`src/hdl/a2b_pkg.sv`:
```
// Package for the AVCC to Annex B converter: item types, phase codes and result kinds.
`default_nettype none

package a2b_pkg;

  localparam int MAX_RES = 5;
  localparam int CNT_W   = $clog2(MAX_RES + 1);

  // Parser phases.
  localparam logic [3:0] PH_TYPE   = 4'd0;
  localparam logic [3:0] PH_RSKIP  = 4'd1;
  localparam logic [3:0] PH_RLSIZE = 4'd2;
  localparam logic [3:0] PH_RCOUNT = 4'd3;
  localparam logic [3:0] PH_RPLEN  = 4'd4;
  localparam logic [3:0] PH_RPDATA = 4'd5;
  localparam logic [3:0] PH_RDONE  = 4'd6;
  localparam logic [3:0] PH_VSKIP  = 4'd7;
  localparam logic [3:0] PH_VLEN   = 4'd8;
  localparam logic [3:0] PH_VDATA  = 4'd9;
  localparam logic [3:0] PH_IGNORE = 4'd10;

  // Result kinds.
  localparam logic [1:0] KIND_DATA  = 2'd0;
  localparam logic [1:0] KIND_OK    = 2'd1;
  localparam logic [1:0] KIND_UNSUP = 2'd2;
  localparam logic [1:0] KIND_TRUNC = 2'd3;

  localparam logic [7:0] BYTE_ZERO   = 8'h00;
  localparam logic [7:0] BYTE_ONE    = 8'h01;
  localparam logic [7:0] BYTE_ESCAPE = 8'h03;
  localparam logic [7:0] SPS_MASK    = 8'h1F;

  typedef struct packed {
    logic [7:0] in_byte;
    logic       msg_last;
  } a2b_in_t;

  typedef struct packed {
    logic [7:0] out_byte;
    logic [1:0] out_kind;
    logic       run_last;
  } a2b_out_t;

  // All results caused by one input item, slot 0 first.
  typedef struct packed {
    logic [CNT_W-1:0]            count;
    a2b_out_t [MAX_RES-1:0]      slot;
  } a2b_bundle_t;

endpackage

`default_nettype wire

```
`src/hdl/avcc_to_annexb_converter_top.sv`:
```
// Top level of the AVCC to Annex B converter.
//
//   channel  direction  handshake              item
//   in_      input      in_valid / in_stall    a2b_in_t  (in_byte, msg_last)
//   out_     output     out_valid / out_stall  a2b_out_t (out_byte, out_kind, run_last)
//
// Each input byte is parsed in the cycle it is accepted; its 0 to 5 results
// appear from the result register on the next cycle, one per cycle unless stalled.
// An item with several results holds the input until they are taken, so the rate
// is one byte per cycle unless stalled, except on start codes, escapes, status words.
// The input is stalled until the last result in the result register is taken.
// Synchronous active-low reset returns the parser to the message type phase
// with a length size of four and empties the result register.
`default_nettype none

module avcc_to_annexb_converter_top (
  input  wire                clk,
  input  wire                rst_n,
  input  wire                in_valid,
  output logic               in_stall,
  input  a2b_pkg::a2b_in_t   in_data,
  output logic               out_valid,
  input  wire                out_stall,
  output a2b_pkg::a2b_out_t  out_data
);
  import a2b_pkg::*;

  a2b_bundle_t bundle;
  logic        accept;
  logic        free;

  assign in_stall = !free;
  assign accept   = in_valid && free;

  a2b_parse u_parse (
    .clk     (clk),
    .rst_n   (rst_n),
    .accept  (accept),
    .in_item (in_data),
    .bundle  (bundle)
  );

  a2b_emit u_emit (
    .clk        (clk),
    .rst_n      (rst_n),
    .load       (accept && (bundle.count != '0)),
    .new_bundle (bundle),
    .free       (free),
    .out_valid  (out_valid),
    .out_stall  (out_stall),
    .out_data   (out_data)
  );

endmodule

`default_nettype wire

```
`src/hdl/a2b_parse.sv`:
```
// Message parser: phase state, length tracking, start codes, escaping and status.
`default_nettype none

module a2b_parse (
  input  wire                  clk,
  input  wire                  rst_n,
  input  wire                  accept,
  input  a2b_pkg::a2b_in_t     in_item,
  output a2b_pkg::a2b_bundle_t bundle
);
  import a2b_pkg::*;

  logic [3:0]  phase_r, phase_nxt;
  logic [2:0]  field_counter_r, field_counter_nxt;
  logic [31:0] length_accum_r, length_accum_nxt;
  logic [31:0] bytes_remaining_r, bytes_remaining_nxt;
  logic [2:0]  length_field_bytes_r, length_field_bytes_nxt;
  logic [7:0]  sets_remaining_r, sets_remaining_nxt;
  logic        in_pps_list_r, in_pps_list_nxt;
  logic [1:0]  zero_run_r, zero_run_nxt;

  logic [7:0]  b;
  logic [2:0]  fc_inc;
  logic [31:0] la_shift;
  logic [31:0] br_dec;
  logic        do_start;
  logic        do_pay;
  logic        do_pdone;
  logic        escape;
  logic [1:0]  status;
  logic [CNT_W-1:0]       n;
  a2b_out_t [MAX_RES-1:0] res;

  assign b        = in_item.in_byte;
  assign fc_inc   = field_counter_r + 3'd1;
  assign la_shift = {length_accum_r[23:0], b};
  assign br_dec   = bytes_remaining_r - 32'd1;
  assign escape   = (zero_run_r >= 2'd2) && (b == BYTE_ZERO);

  always_comb begin
    phase_nxt              = phase_r;
    field_counter_nxt      = field_counter_r;
    length_accum_nxt       = length_accum_r;
    bytes_remaining_nxt    = bytes_remaining_r;
    length_field_bytes_nxt = length_field_bytes_r;
    sets_remaining_nxt     = sets_remaining_r;
    in_pps_list_nxt        = in_pps_list_r;
    zero_run_nxt           = zero_run_r;
    do_start               = 1'b0;
    do_pay                 = 1'b0;
    do_pdone               = 1'b0;

    case (phase_r)
      PH_TYPE: begin
        field_counter_nxt = 3'd0;
        length_accum_nxt  = 32'd0;
        in_pps_list_nxt   = 1'b0;
        if (b == 8'd0) begin
          phase_nxt = PH_RSKIP;
        end else if (b == 8'd1) begin
          phase_nxt = PH_VSKIP;
        end else begin
          phase_nxt = PH_IGNORE;
        end
      end
      PH_RSKIP: begin
        if (fc_inc == 3'd7) begin
          field_counter_nxt = 3'd0;
          phase_nxt         = PH_RLSIZE;
        end else begin
          field_counter_nxt = fc_inc;
        end
      end
      PH_RLSIZE: begin
        length_field_bytes_nxt = {1'b0, b[1:0]} + 3'd1;
        phase_nxt              = PH_RCOUNT;
      end
      PH_RCOUNT: begin
        sets_remaining_nxt = in_pps_list_r ? b : (b & SPS_MASK);
        field_counter_nxt  = 3'd0;
        length_accum_nxt   = 32'd0;
        if (sets_remaining_nxt != 8'd0) begin
          phase_nxt = PH_RPLEN;
        end else if (!in_pps_list_r) begin
          in_pps_list_nxt = 1'b1;
        end else begin
          phase_nxt = PH_RDONE;
        end
      end
      PH_RPLEN: begin
        length_accum_nxt  = la_shift;
        field_counter_nxt = fc_inc;
        if (fc_inc >= 3'd2) begin
          do_start            = 1'b1;
          bytes_remaining_nxt = {16'd0, la_shift[15:0]};
          if (la_shift[15:0] == 16'd0) begin
            do_pdone = 1'b1;
          end else begin
            phase_nxt = PH_RPDATA;
          end
        end
      end
      PH_RPDATA: begin
        do_pay              = 1'b1;
        bytes_remaining_nxt = br_dec;
        if (br_dec == 32'd0) begin
          do_pdone = 1'b1;
        end
      end
      PH_VSKIP: begin
        if (fc_inc >= 3'd3) begin
          field_counter_nxt = 3'd0;
          length_accum_nxt  = 32'd0;
          phase_nxt         = PH_VLEN;
        end else begin
          field_counter_nxt = fc_inc;
        end
      end
      PH_VLEN: begin
        if (fc_inc >= length_field_bytes_r) begin
          do_start            = 1'b1;
          bytes_remaining_nxt = la_shift;
          field_counter_nxt   = 3'd0;
          length_accum_nxt    = 32'd0;
          if (la_shift != 32'd0) begin
            phase_nxt = PH_VDATA;
          end
        end else begin
          length_accum_nxt  = la_shift;
          field_counter_nxt = fc_inc;
        end
      end
      PH_VDATA: begin
        do_pay              = 1'b1;
        bytes_remaining_nxt = br_dec;
        if (br_dec == 32'd0) begin
          field_counter_nxt = 3'd0;
          length_accum_nxt  = 32'd0;
          phase_nxt         = PH_VLEN;
        end
      end
      default: begin
      end
    endcase

    // A parameter set is finished: go to the next set, the PPS list or done.
    if (do_pdone) begin
      sets_remaining_nxt = sets_remaining_r - 8'd1;
      field_counter_nxt  = 3'd0;
      length_accum_nxt   = 32'd0;
      if (sets_remaining_nxt != 8'd0) begin
        phase_nxt = PH_RPLEN;
      end else if (!in_pps_list_r) begin
        in_pps_list_nxt = 1'b1;
        phase_nxt       = PH_RCOUNT;
      end else begin
        phase_nxt = PH_RDONE;
      end
    end

    if (do_start) begin
      zero_run_nxt = 2'd0;
    end else if (do_pay) begin
      if (escape) begin
        zero_run_nxt = 2'd1;
      end else if (b == BYTE_ZERO) begin
        zero_run_nxt = (zero_run_r < 2'd2) ? zero_run_r + 2'd1 : 2'd2;
      end else begin
        zero_run_nxt = 2'd0;
      end
    end

    if (phase_nxt == PH_IGNORE) begin
      status = KIND_UNSUP;
    end else if (phase_nxt == PH_RDONE) begin
      status = KIND_OK;
    end else if ((phase_nxt == PH_VLEN) && (field_counter_nxt == 3'd0)) begin
      status = KIND_OK;
    end else begin
      status = KIND_TRUNC;
    end

    if (in_item.msg_last) begin
      phase_nxt           = PH_TYPE;
      field_counter_nxt   = 3'd0;
      length_accum_nxt    = 32'd0;
      bytes_remaining_nxt = 32'd0;
      sets_remaining_nxt  = 8'd0;
      in_pps_list_nxt     = 1'b0;
      zero_run_nxt        = 2'd0;
    end
  end

  // Result list: a start code or one or two payload bytes, then on a last byte the status.
  always_comb begin
    res = '0;
    n   = '0;
    if (do_start) begin
      res[0].out_byte = BYTE_ZERO;
      res[1].out_byte = BYTE_ZERO;
      res[2].out_byte = BYTE_ZERO;
      res[3].out_byte = BYTE_ONE;
      n = CNT_W'(4);
    end else if (do_pay) begin
      if (escape) begin
        res[0].out_byte = BYTE_ESCAPE;
        res[1].out_byte = BYTE_ZERO;
        n = CNT_W'(2);
      end else begin
        res[0].out_byte = b;
        n = CNT_W'(1);
      end
    end
    if (in_item.msg_last) begin
      res[n].out_byte = BYTE_ZERO;
      res[n].out_kind = status;
      n = n + CNT_W'(1);
    end
    for (int i = 0; i < MAX_RES; i++) begin
      res[i].run_last = (n != '0) && (CNT_W'(i) == n - CNT_W'(1));
    end
  end

  assign bundle.count = n;
  assign bundle.slot  = res;

  always_ff @(posedge clk) begin
    if (!rst_n) begin
      phase_r              <= PH_TYPE;
      field_counter_r      <= 3'd0;
      length_accum_r       <= 32'd0;
      bytes_remaining_r    <= 32'd0;
      length_field_bytes_r <= 3'd4;
      sets_remaining_r     <= 8'd0;
      in_pps_list_r        <= 1'b0;
      zero_run_r           <= 2'd0;
    end else if (accept) begin
      phase_r              <= phase_nxt;
      field_counter_r      <= field_counter_nxt;
      length_accum_r       <= length_accum_nxt;
      bytes_remaining_r    <= bytes_remaining_nxt;
      length_field_bytes_r <= length_field_bytes_nxt;
      sets_remaining_r     <= sets_remaining_nxt;
      in_pps_list_r        <= in_pps_list_nxt;
      zero_run_r           <= zero_run_nxt;
    end
  end

  a_len_counter: assert property (@(posedge clk) disable iff (!rst_n)
    (phase_r == PH_VLEN) |-> (field_counter_r < length_field_bytes_r))
    else $error("length field counter passed the length size");

  a_data_nonzero: assert property (@(posedge clk) disable iff (!rst_n)
    ((phase_r == PH_RPDATA) || (phase_r == PH_VDATA)) |-> (bytes_remaining_r != 32'd0))
    else $error("data phase with no bytes remaining");

  a_len_size: assert property (@(posedge clk) disable iff (!rst_n)
    (length_field_bytes_r != 3'd0) && (length_field_bytes_r <= 3'd4))
    else $error("length size out of range");

endmodule

`default_nettype wire

```
`src/hdl/a2b_emit.sv`:
```
// Result register: holds one item's results; one leaves per cycle unless stalled.
`default_nettype none

module a2b_emit (
  input  wire                  clk,
  input  wire                  rst_n,
  input  wire                  load,
  input  a2b_pkg::a2b_bundle_t new_bundle,
  output logic                 free,
  output logic                 out_valid,
  input  wire                  out_stall,
  output a2b_pkg::a2b_out_t    out_data
);
  import a2b_pkg::*;

  logic [CNT_W-1:0]       cnt_r, cnt_nxt;
  a2b_out_t [MAX_RES-1:0] slot_r, slot_nxt;
  logic                   take;

  assign out_valid = (cnt_r != '0);
  assign out_data  = slot_r[0];
  assign take      = out_valid && !out_stall;
  // The register can take a new item once its last result leaves.
  assign free      = !out_valid || (take && (cnt_r == CNT_W'(1)));

  always_comb begin
    cnt_nxt  = cnt_r;
    slot_nxt = slot_r;
    if (load) begin
      cnt_nxt  = new_bundle.count;
      slot_nxt = new_bundle.slot;
    end else if (take) begin
      cnt_nxt = cnt_r - CNT_W'(1);
      for (int i = 0; i < MAX_RES - 1; i++) begin
        slot_nxt[i] = slot_r[i + 1];
      end
      slot_nxt[MAX_RES-1] = '0;
    end
  end

  always_ff @(posedge clk) begin
    if (!rst_n) begin
      cnt_r <= '0;
    end else begin
      cnt_r <= cnt_nxt;
    end
  end

  always_ff @(posedge clk) begin
    slot_r <= slot_nxt;
  end

  a_last_flag: assert property (@(posedge clk) disable iff (!rst_n)
    out_valid |-> (out_data.run_last == (cnt_r == CNT_W'(1))))
    else $error("run_last does not match the final queued result");

  a_load_free: assert property (@(posedge clk) disable iff (!rst_n)
    load |-> (!out_valid || (take && (cnt_r == CNT_W'(1)))))
    else $error("new results loaded over pending ones");

  a_drain: assert property (@(posedge clk) disable iff (!rst_n)
    (take && (cnt_r == CNT_W'(1)) && !load) |=> !out_valid)
    else $error("result register did not drain");

  a_hold: assert property (@(posedge clk) disable iff (!rst_n)
    (out_valid && out_stall && !load) |=> $stable(cnt_r))
    else $error("result count changed while stalled");

endmodule

`default_nettype wire
```
`config.mk`:
```
export PLATFORM = sky130hd
export DESIGN_NAME = avcc_to_annexb_converter_top
export DESIGN_NICKNAME = d
export VERILOG_FILES = /design/src/hdl/a2b_pkg.sv /design/src/hdl/avcc_to_annexb_converter_top.sv /design/src/hdl/a2b_parse.sv /design/src/hdl/a2b_emit.sv
export SDC_FILE = /design/constraint.sdc
export NUM_CORES = 1
export LEC_CHECK = 0
export ABC_AREA = 1
export ABC_CLOCK_PERIOD_IN_PS = 3800
export BUFFER_PORTS_ARGS = -buffer_cell sky130_fd_sc_hd__buf_2
export CAP_MARGIN = 15
export CORE_ASPECT_RATIO = 0.5
export CORE_MARGIN = 3
export CORE_UTILIZATION = 55
export CTS_BUF_LIST = sky130_fd_sc_hd__clkbuf_8 sky130_fd_sc_hd__clkbuf_16
export DETAILED_ROUTE_END_ITERATION = 10
export PLACE_DENSITY = 0.75
export SETUP_SLACK_MARGIN = 0.4
export SYNTH_ARGS = -nofsm -noshare
export SYNTH_HDL_FRONTEND = slang
export SYNTH_SLANG_ARGS = --single-unit
export TNS_END_PERCENT = 20
```
`constraint.sdc`:
```
create_clock -name clk -period 3.8 [get_ports clk]
set_input_delay 1.14 -clock clk [delete_from_list [all_inputs] [get_ports clk]]
set_output_delay 1.14 -clock clk [all_outputs]
set_load 0.005 [all_outputs]
```
=== After elaboration in Yosys (flattened, before gate mapping) ===
Cells that the tools add are included.

* Output and inout port bits: 13
* Input port bits: 13
* Register bits: 135
* Word-level logic and storage cells: 179

* Equality and inequality tests: 22
* Reductions and logical operators: 39
* Order comparisons: 7
* $add $sub $neg: 8
* Mux-type cells: 79

{| class="wikitable"
|+ Operators by type and width
! operator !! count
|-
| $mux 55 || 3
|-
| $mux 24 || 5
|-
| $pmux 24 s5 || 1
|-
| $bwmux 55 || 2
|-
| $mux 32 || 3
|-
| $pmux 32 s3 || 1
|-
| $demux 11 s3 || 2
|-
| $mux 4 || 14
|-
| $mux 8 || 7
|-
| $mux 3 || 13
|-
| $logic_not 32->1 || 1
|-
| $pmux 4 s8 || 1
|-
| $reduce_bool 32->1 || 1
|-
| $sub 32x1->32 const B || 1
|-
| $mux 2 || 10
|-
| $pmux 3 s6 || 1
|-
| $eq 4x3->1 const B || 4
|-
| $eq 4x4->1 const B || 4
|-
| $logic_not 16->1 || 1
|-
| $reduce_bool 8->1 || 2
|-
| $logic_and 1x1->1 || 12
|-
| $mux 1 || 12
|-
| $reduce_bool 3->1 || 4
|-
| $mux 11 || 1
|-
| 33 further kinds || 49
|}

=== Logic depth before layout (Yosys ltp) ===
* Word-level depth: 13
* Gate-level depth with buffers: 22

=== Cells and area by module ===
From an unflattened synthesis, not the netlist that was laid out.

* Cell total of the unflattened synthesis: 1330
* Area, all modules: 8805.9 sq um

{| class="wikitable"
|+ By module, submodules not included
! module !! area each (sq um) !! cells each !! times used
|-
| a2b_parse || 6114.6 || 1056 || 1
|-
| a2b_emit || 2663.8 || 268 || 1
|-
| avcc_to_annexb_converter_top || 27.5 || 6 || 1
|}

=== Least setup slack after synthesis ===
OpenSTA, ideal clock, no wires.

* Path kind: input port to flip-flop
* Start point: input port in_data[2] in the netlist's numbering
* End point: register u_emit.cnt_r[2]
* Arrival time: 3.665 ns
* Setup slack: 0.013 ns
* Stages on the path: 18
* Path through: inv_1 -> ha_1 -> nand3_1 -> nor2_1 -> inv_1 -> nor2_1 -> inv_1 -> nand2_1 -> inv_1 -> ha_1 -> o21ai_1 -> nand2_1 -> inv_2 -> a21oi_2 -> nor2_1 -> inv_1 -> o21ai_0 -> a21oi_1

* Word-level cells in the longest chain between the ends: 10
* Elaborated cells between the ends (all ways): 11
* Those cells by class: add/sub (1); mux (5); reduce/logical (5)

{| class="wikitable"
|+ RTL lines
! what !! RTL line !! source
|-
| start, declared || avcc_to_annexb_converter_top.sv:21 || <nowiki>input a2b_pkg::a2b_in_t in_data,</nowiki>
|-
| $logic_not 8->1 (*) || a2b_parse.sv:38 || <nowiki>assign escape = (zero_run_r >= 2'd2) && (b == BYTE_ZERO);</nowiki>
|-
| $logic_and 1x1->1 (*) || a2b_parse.sv:38 ||
|-
| $mux 2 (*) || a2b_parse.sv:205 || <nowiki>if (escape) begin</nowiki>
|-
| $mux 3 (*) || a2b_parse.sv:204 || <nowiki>end else if (do_pay) begin</nowiki>
|-
| $mux 3 (*) || a2b_parse.sv:198 || <nowiki>if (do_start) begin</nowiki>
|-
| $add 3x1->3 || a2b_parse.sv:217 || <nowiki>n = n + CNT_W'(1);</nowiki>
|-
| $mux 3 (*) || a2b_parse.sv:214 || <nowiki>if (in_item.msg_last) begin</nowiki>
|-
| $reduce_bool 3->1 || avcc_to_annexb_converter_top.sv:46 || <nowiki>.load (accept && (bundle.count != '0)),</nowiki>
|-
| $logic_and 1x1->1 || avcc_to_annexb_converter_top.sv:46 ||
|-
| $mux 3 or $reduce_bool 2->1 (tied branches) || -- ||
|-
| end signal, assigned || a2b_emit.sv:45 || <nowiki>cnt_r <= cnt_nxt;</nowiki>
|-
| end, declared || a2b_emit.sv:16 || <nowiki>logic [CNT_W-1:0] cnt_r, cnt_nxt;</nowiki>
|}

Every way passes the cells marked *; elsewhere a longest branch is shown, timed or not.
A chain may end at the register's enable or synchronous reset.

=== Worst setup path in the final report ===
* Start point: input port in_data[2] in the netlist's numbering
* End point: register u_emit.slot_r, in the netlist u_emit.out_data[2] (enable)

* Word-level cells in the longest chain between the ends: 10

{| class="wikitable"
|+ RTL lines
! what !! RTL line !! source
|-
| $logic_not 8->1 (*) || a2b_parse.sv:38 ||
|-
| $logic_and 1x1->1 (*) || a2b_parse.sv:38 ||
|-
| $mux 2 (*) || a2b_parse.sv:205 ||
|-
| $mux 3 (*) || a2b_parse.sv:204 ||
|-
| $mux 3 (*) || a2b_parse.sv:198 ||
|-
| $add 3x1->3 || a2b_parse.sv:217 ||
|-
| $mux 3 (*) || a2b_parse.sv:214 ||
|-
| $reduce_bool 3->1 (*) || avcc_to_annexb_converter_top.sv:46 ||
|-
| $logic_and 1x1->1 (*) || avcc_to_annexb_converter_top.sv:46 ||
|-
| $reduce_bool 2->1 (no source line) (*) || -- ||
|-
| end signal, assigned || a2b_emit.sv:50 || <nowiki>slot_r <= slot_nxt;</nowiki>
|-
| end, declared || a2b_emit.sv:17 || <nowiki>a2b_out_t [MAX_RES-1:0] slot_r, slot_nxt;</nowiki>
|}

Marked as above.

==> impl_summary.txt <==
----------------------------------------------------
[Synthesis]
  Top cells by area in the synthesized netlist ... sky130_fd_sc_hd__dfxtp_1 (22%), sky130_fd_sc_hd__nand2_1 (16%), sky130_fd_sc_hd__edfxtp_1 (11%)
  Largest family of logic cells by synthesized area ... simple AND/OR/NAND/NOR gates
  Warning count from the yosys run ... 0
  Fraction of synthesized cell area in xor and xnor cells ... 0.009807
  Proportion of netlist area held by the largest area contributor ... 0.2242
  Portion of netlist area occupied by mux cells ... 0
  Leading area contributor after synthesis ... sky130_fd_sc_hd__dfxtp_1
  Post-synth design cell area ... 0.007144 mm2
  Post-synthesis cell type count ... 43
  Adder and majority gate portion of the synthesized area ... 0.03152
  Post-Synthesis Cells ... 1,137
  Main synth FF type ... sky130_fd_sc_hd__dfxtp_1
  Post-synth EDFFs ... 26
  Simple logic cell fraction of the synthesized area ... 0.3655
  Synth Area per Inst ... 6.284 um2
  Synthesized flop and latch total ... about 110
  Total nets after synthesis ... roughly 1,200
  Compound-gate portion of the synthesized area ... 0.1482
  Fraction of the yosys area taken by sequential cells ... 0.3335
  Post-synthesis async set-or-reset flop share ... 0

[Routing]
  Detailed-route wire length per cell ... 15.77 um
  Routed wire length ... between 20 and 25 mm
  Antenna-violating nets left ... 0
  Avg Vias per Cell ... around 5.6
  Violation count after the first detailed-route iteration ... ~750
  Remaining DRCs ... 0
  Vias ... 7,437
  Pre-Repair DR Iteration Count ... 5

[STA]
  Worst-Margin Slew ... 766.2 ps
  Count of endpoints failing hold in the final timing report ... 0
  Post-route clock skew ... 13.96 ps
  Headroom to the max-slew limit ... 0.4827
  Final Max Slew Viols ... 0
  Finish-stage setup viols ... 0
  Shortest clock period the worst path allows after layout ... 3306 ps
  Post-route clock period utilization ... 0.8699
  Setup repair after global routing missed its margin ... yes
  Total negative slack ... 0 ps
  Max Freq ... 302.5 MHz

[Clock tree]
  Worst-skew pair later-pin latency ... 360 ps
  CTS tree ... done
  Cell at the root of the clock tree ... sky130_fd_sc_hd__clkbuf_16
  CTS clk-pin slew, worst paths ... 70 ps
  CTS Sinks ... roughly 110
  Total of hold buffers inserted after clock tree synthesis ... 0
  CTS max path bufs ... 2
  H-tree depth ... 3
  CTS buffer count ... 9

[Cells and area]
  Most used cells in the layout excluding fill and tap cells ... sky130_fd_sc_hd__nand2_1 (303), sky130_fd_sc_hd__nor2_1 (189), sky130_fd_sc_hd__inv_1 (123)
  Diode count ... 0
  Leading cell type in the layout, fill and taps excluded ... sky130_fd_sc_hd__nand2_1
  Layout cell share with drive strength beyond 1 ... 0.1212
  Layout-stage area growth over the synthesis result ... 11.79%
  Final design area excluding fillers ... 0.007986 mm2
  Total of fill cells in the finished design ... 1,143
  Final nets ... 1,189

[Power]
  Power density over the cells ... 687.8 mW/mm2
  Power consumption ... 0.005493 W
  Lkg Pwr ... 3.515 nW
  VDD IR max ... 0.5853 mV

[Critical path]
  R2r endpoint ... u_emit.out_data[2]$_DFFE_PP_
  CP Data Arrival Time ... 3430 ps
  Length in cells of the worst reg-to-reg path ... 15
  Class of the most critical setup path ... input port to register
  Internal reg-to-reg setup slack ... ~560 ps
  Capturing element type of the critical path ... register
  Crit Path Max Fanout ... 7
  Startpoint type of the worst setup path ... input port
  Worst reg2reg startpoint ... u_parse.field_counter_r[0]$_SDFFE_PN0P_
  Required time reported for the critical path endpoint ... 3920 ps

[Global routing]
  Aggregate global routing overflow ... 0
  Pin count of the biggest net entering global routing ... 49
  Number of antenna violations at the first check in global routing ... 1
  Global-route wire length before repair ... 33.75 mm
  Vias in the first global route ... 6,791
  Combined global-route utilization of all metal layers ... 0.2868

[Die]
  Initial Util ... 0.5843
  Width of the die ... 167.2 um
  Row Count ... 28
  Height of the chip ... roughly 87 um
  Die area ... 0.01448 mm2
  IO Count ... 26
  Core Area ... 0.01223 mm2

[Placed design]
  Weighted congestion at the end of routability-driven global placement ... 1.016
  Port Buffers ... 25
  Half-perimeter wire length after placement ... 15.76 mm
  Placed cell area ... 0.007450 mm2

[Worst hold path]
  Depth of the worst hold-timing path ... 2
  Hold_sp ... u_parse.length_field_bytes_r[1]$_SDFFE_PN0P_
  Path type of the worst min-delay path ... register to register
  Hold-critical path endpoint ... u_parse.length_field_bytes_r[1]$_SDFFE_PN0P_

[Flow run]
  Max Cap Viol ... 0

[Status]
  Result of the run ... completed

----------------------------------------------------
-- power by group --
part	switching (W)	leakage [nW]	internal, W
Clock	0.000475	0.142	0.000459
Sequential	0.000188	0.908	0.00153
Combinational	0.00183	2.46	0.00100
Total	0.00250	3.51	0.00299
-- cell type report --
type | instances | area (um2) | area share
inverter | 143 | 581.8 | 0.07285
sequential | 106 | 2384 | 0.2984
timing repair buffer | 54 | 419.2 | 0.05248
timing repair inverter | 1 | 5.005 | 0.0006267
tap | 165 | 206.4 | 0.02585
multi-input combinational | 843 | 4100 | 0.5134
clock inverter | 7 | 65.06 | 0.008147
clock buffer | 9 | 225.2 | 0.02820
-- flip-flops by register name, indices dropped and copies added, names as in the netlist --
signal	cells
u_parse.in_pps_list_r	1
u_emit.slot_r	15
u_parse.length_accum_r	24
u_emit.cnt_r	3
u_parse.bytes_remaining_r	32
u_emit.out_data	11
u_parse.zero_run_r	2
u_parse.field_counter_r	3
u_parse.phase_r	4
u_parse.sets_remaining_r	8
u_parse.length_field_bytes_r	3
-- per-layer routing --
metal,track usage,share of wire,up-vias
met4,0.07053,0.015,2
li1,-,-,3696
met5,0,0.00062,-
met3,0.06697,0.085,34
met2,0.4648,0.44,304
met1,0.3932,0.46,3401
-- Yosys cell counts, types with 13 or more instances --
library cell               count
sky130_fd_sc_hd__nand2_1     305
sky130_fd_sc_hd__clkbuf_1     17
sky130_fd_sc_hd__nor3_1       19
sky130_fd_sc_hd__nand4_1      20
sky130_fd_sc_hd__dfxtp_1      80
sky130_fd_sc_hd__o21ai_1      36
sky130_fd_sc_hd__a21oi_1      55
sky130_fd_sc_hd__o21ai_0      64
sky130_fd_sc_hd__edfxtp_1     26
sky130_fd_sc_hd__buf_4        13
sky130_fd_sc_hd__nor2_1      195
sky130_fd_sc_hd__ha_1         18
sky130_fd_sc_hd__inv_1       133
sky130_fd_sc_hd__nand3_1      52
-- cell families after synthesis --
logic type	count (synthesis)
AOI/OAI and AO/OA	192
xor gates and xnor gates	8
adders and majority gates	18
buffers and inverters	188
and+or+nand+nor	625
DFF	106
-- what timing repair did --
action | 4_1_cts | 5_1_grt
buffers inserted | 1 | 10
setup endpoints to repair | 24 | 106
resized for setup | 2 | 21
pin swaps | 1 | 11
gates cloned | 0 | 4
-- worst max-delay path by stage --
| stage | cells after the start | endpoint | startpoint |
|---|---|---|---|
| floorplan | 18 | u_emit.cnt_r[2]$_SDFFE_PN0P_ | in_data[2] |
| global placement | 17 | u_emit.out_data[5]$_SDFFCE_PN0P_ | in_data[2] |
| detailed placement | 16 | u_emit.slot_r[11]$_DFFE_PP_ | in_data[2] |
| CTS | 16 | u_emit.slot_r[11]$_DFFE_PP_ | in_data[2] |
| global route | 15 | u_parse.bytes_remaining_r[14]$_SDFFE_PN0P_ | u_parse.field_counter_r[0]$_SDFFE_PN0P_ |
| finish | 18 | u_emit.out_data[2]$_DFFE_PP_ | in_data[2] |
-- metrics by stage --
stage | utilization | cells | hold WS, ps | worst slack, ps
after global routing | 0.6532 | 1328 | 502.6 | 356.7
after global placement | 0.6093 | 1297 | 453.4 | 170.6
after detailed placement | 0.6093 | 1297 | 455.5 | 87.29
final | 0.6532 | 1328 | 465.1 | 494.2
after CTS | 0.6344 | 1314 | 465.5 | 422.8
after floorplan | - | 1137 | 434.7 | 332.3
-- worst max-delay path, cell delays in order --
cell and delay, ps:
sky130_fd_sc_hd__buf_4 160, sky130_fd_sc_hd__inv_16 70, sky130_fd_sc_hd__ha_4 130, sky130_fd_sc_hd__nand3_4 80, sky130_fd_sc_hd__nor2_4 150, sky130_fd_sc_hd__inv_2 70, sky130_fd_sc_hd__nor2_4 100, sky130_fd_sc_hd__inv_1 60
sky130_fd_sc_hd__nand2_1 90, sky130_fd_sc_hd__inv_2 60, sky130_fd_sc_hd__ha_4 150, sky130_fd_sc_hd__nand2_2 80, sky130_fd_sc_hd__xor2_2 190, sky130_fd_sc_hd__buf_4 160, sky130_fd_sc_hd__a21oi_4 90, sky130_fd_sc_hd__nor2_4 170
sky130_fd_sc_hd__clkinvlp_4 240, sky130_fd_sc_hd__clkbuf_16 220
Note: power is estimated with default switching activity, not from simulation.
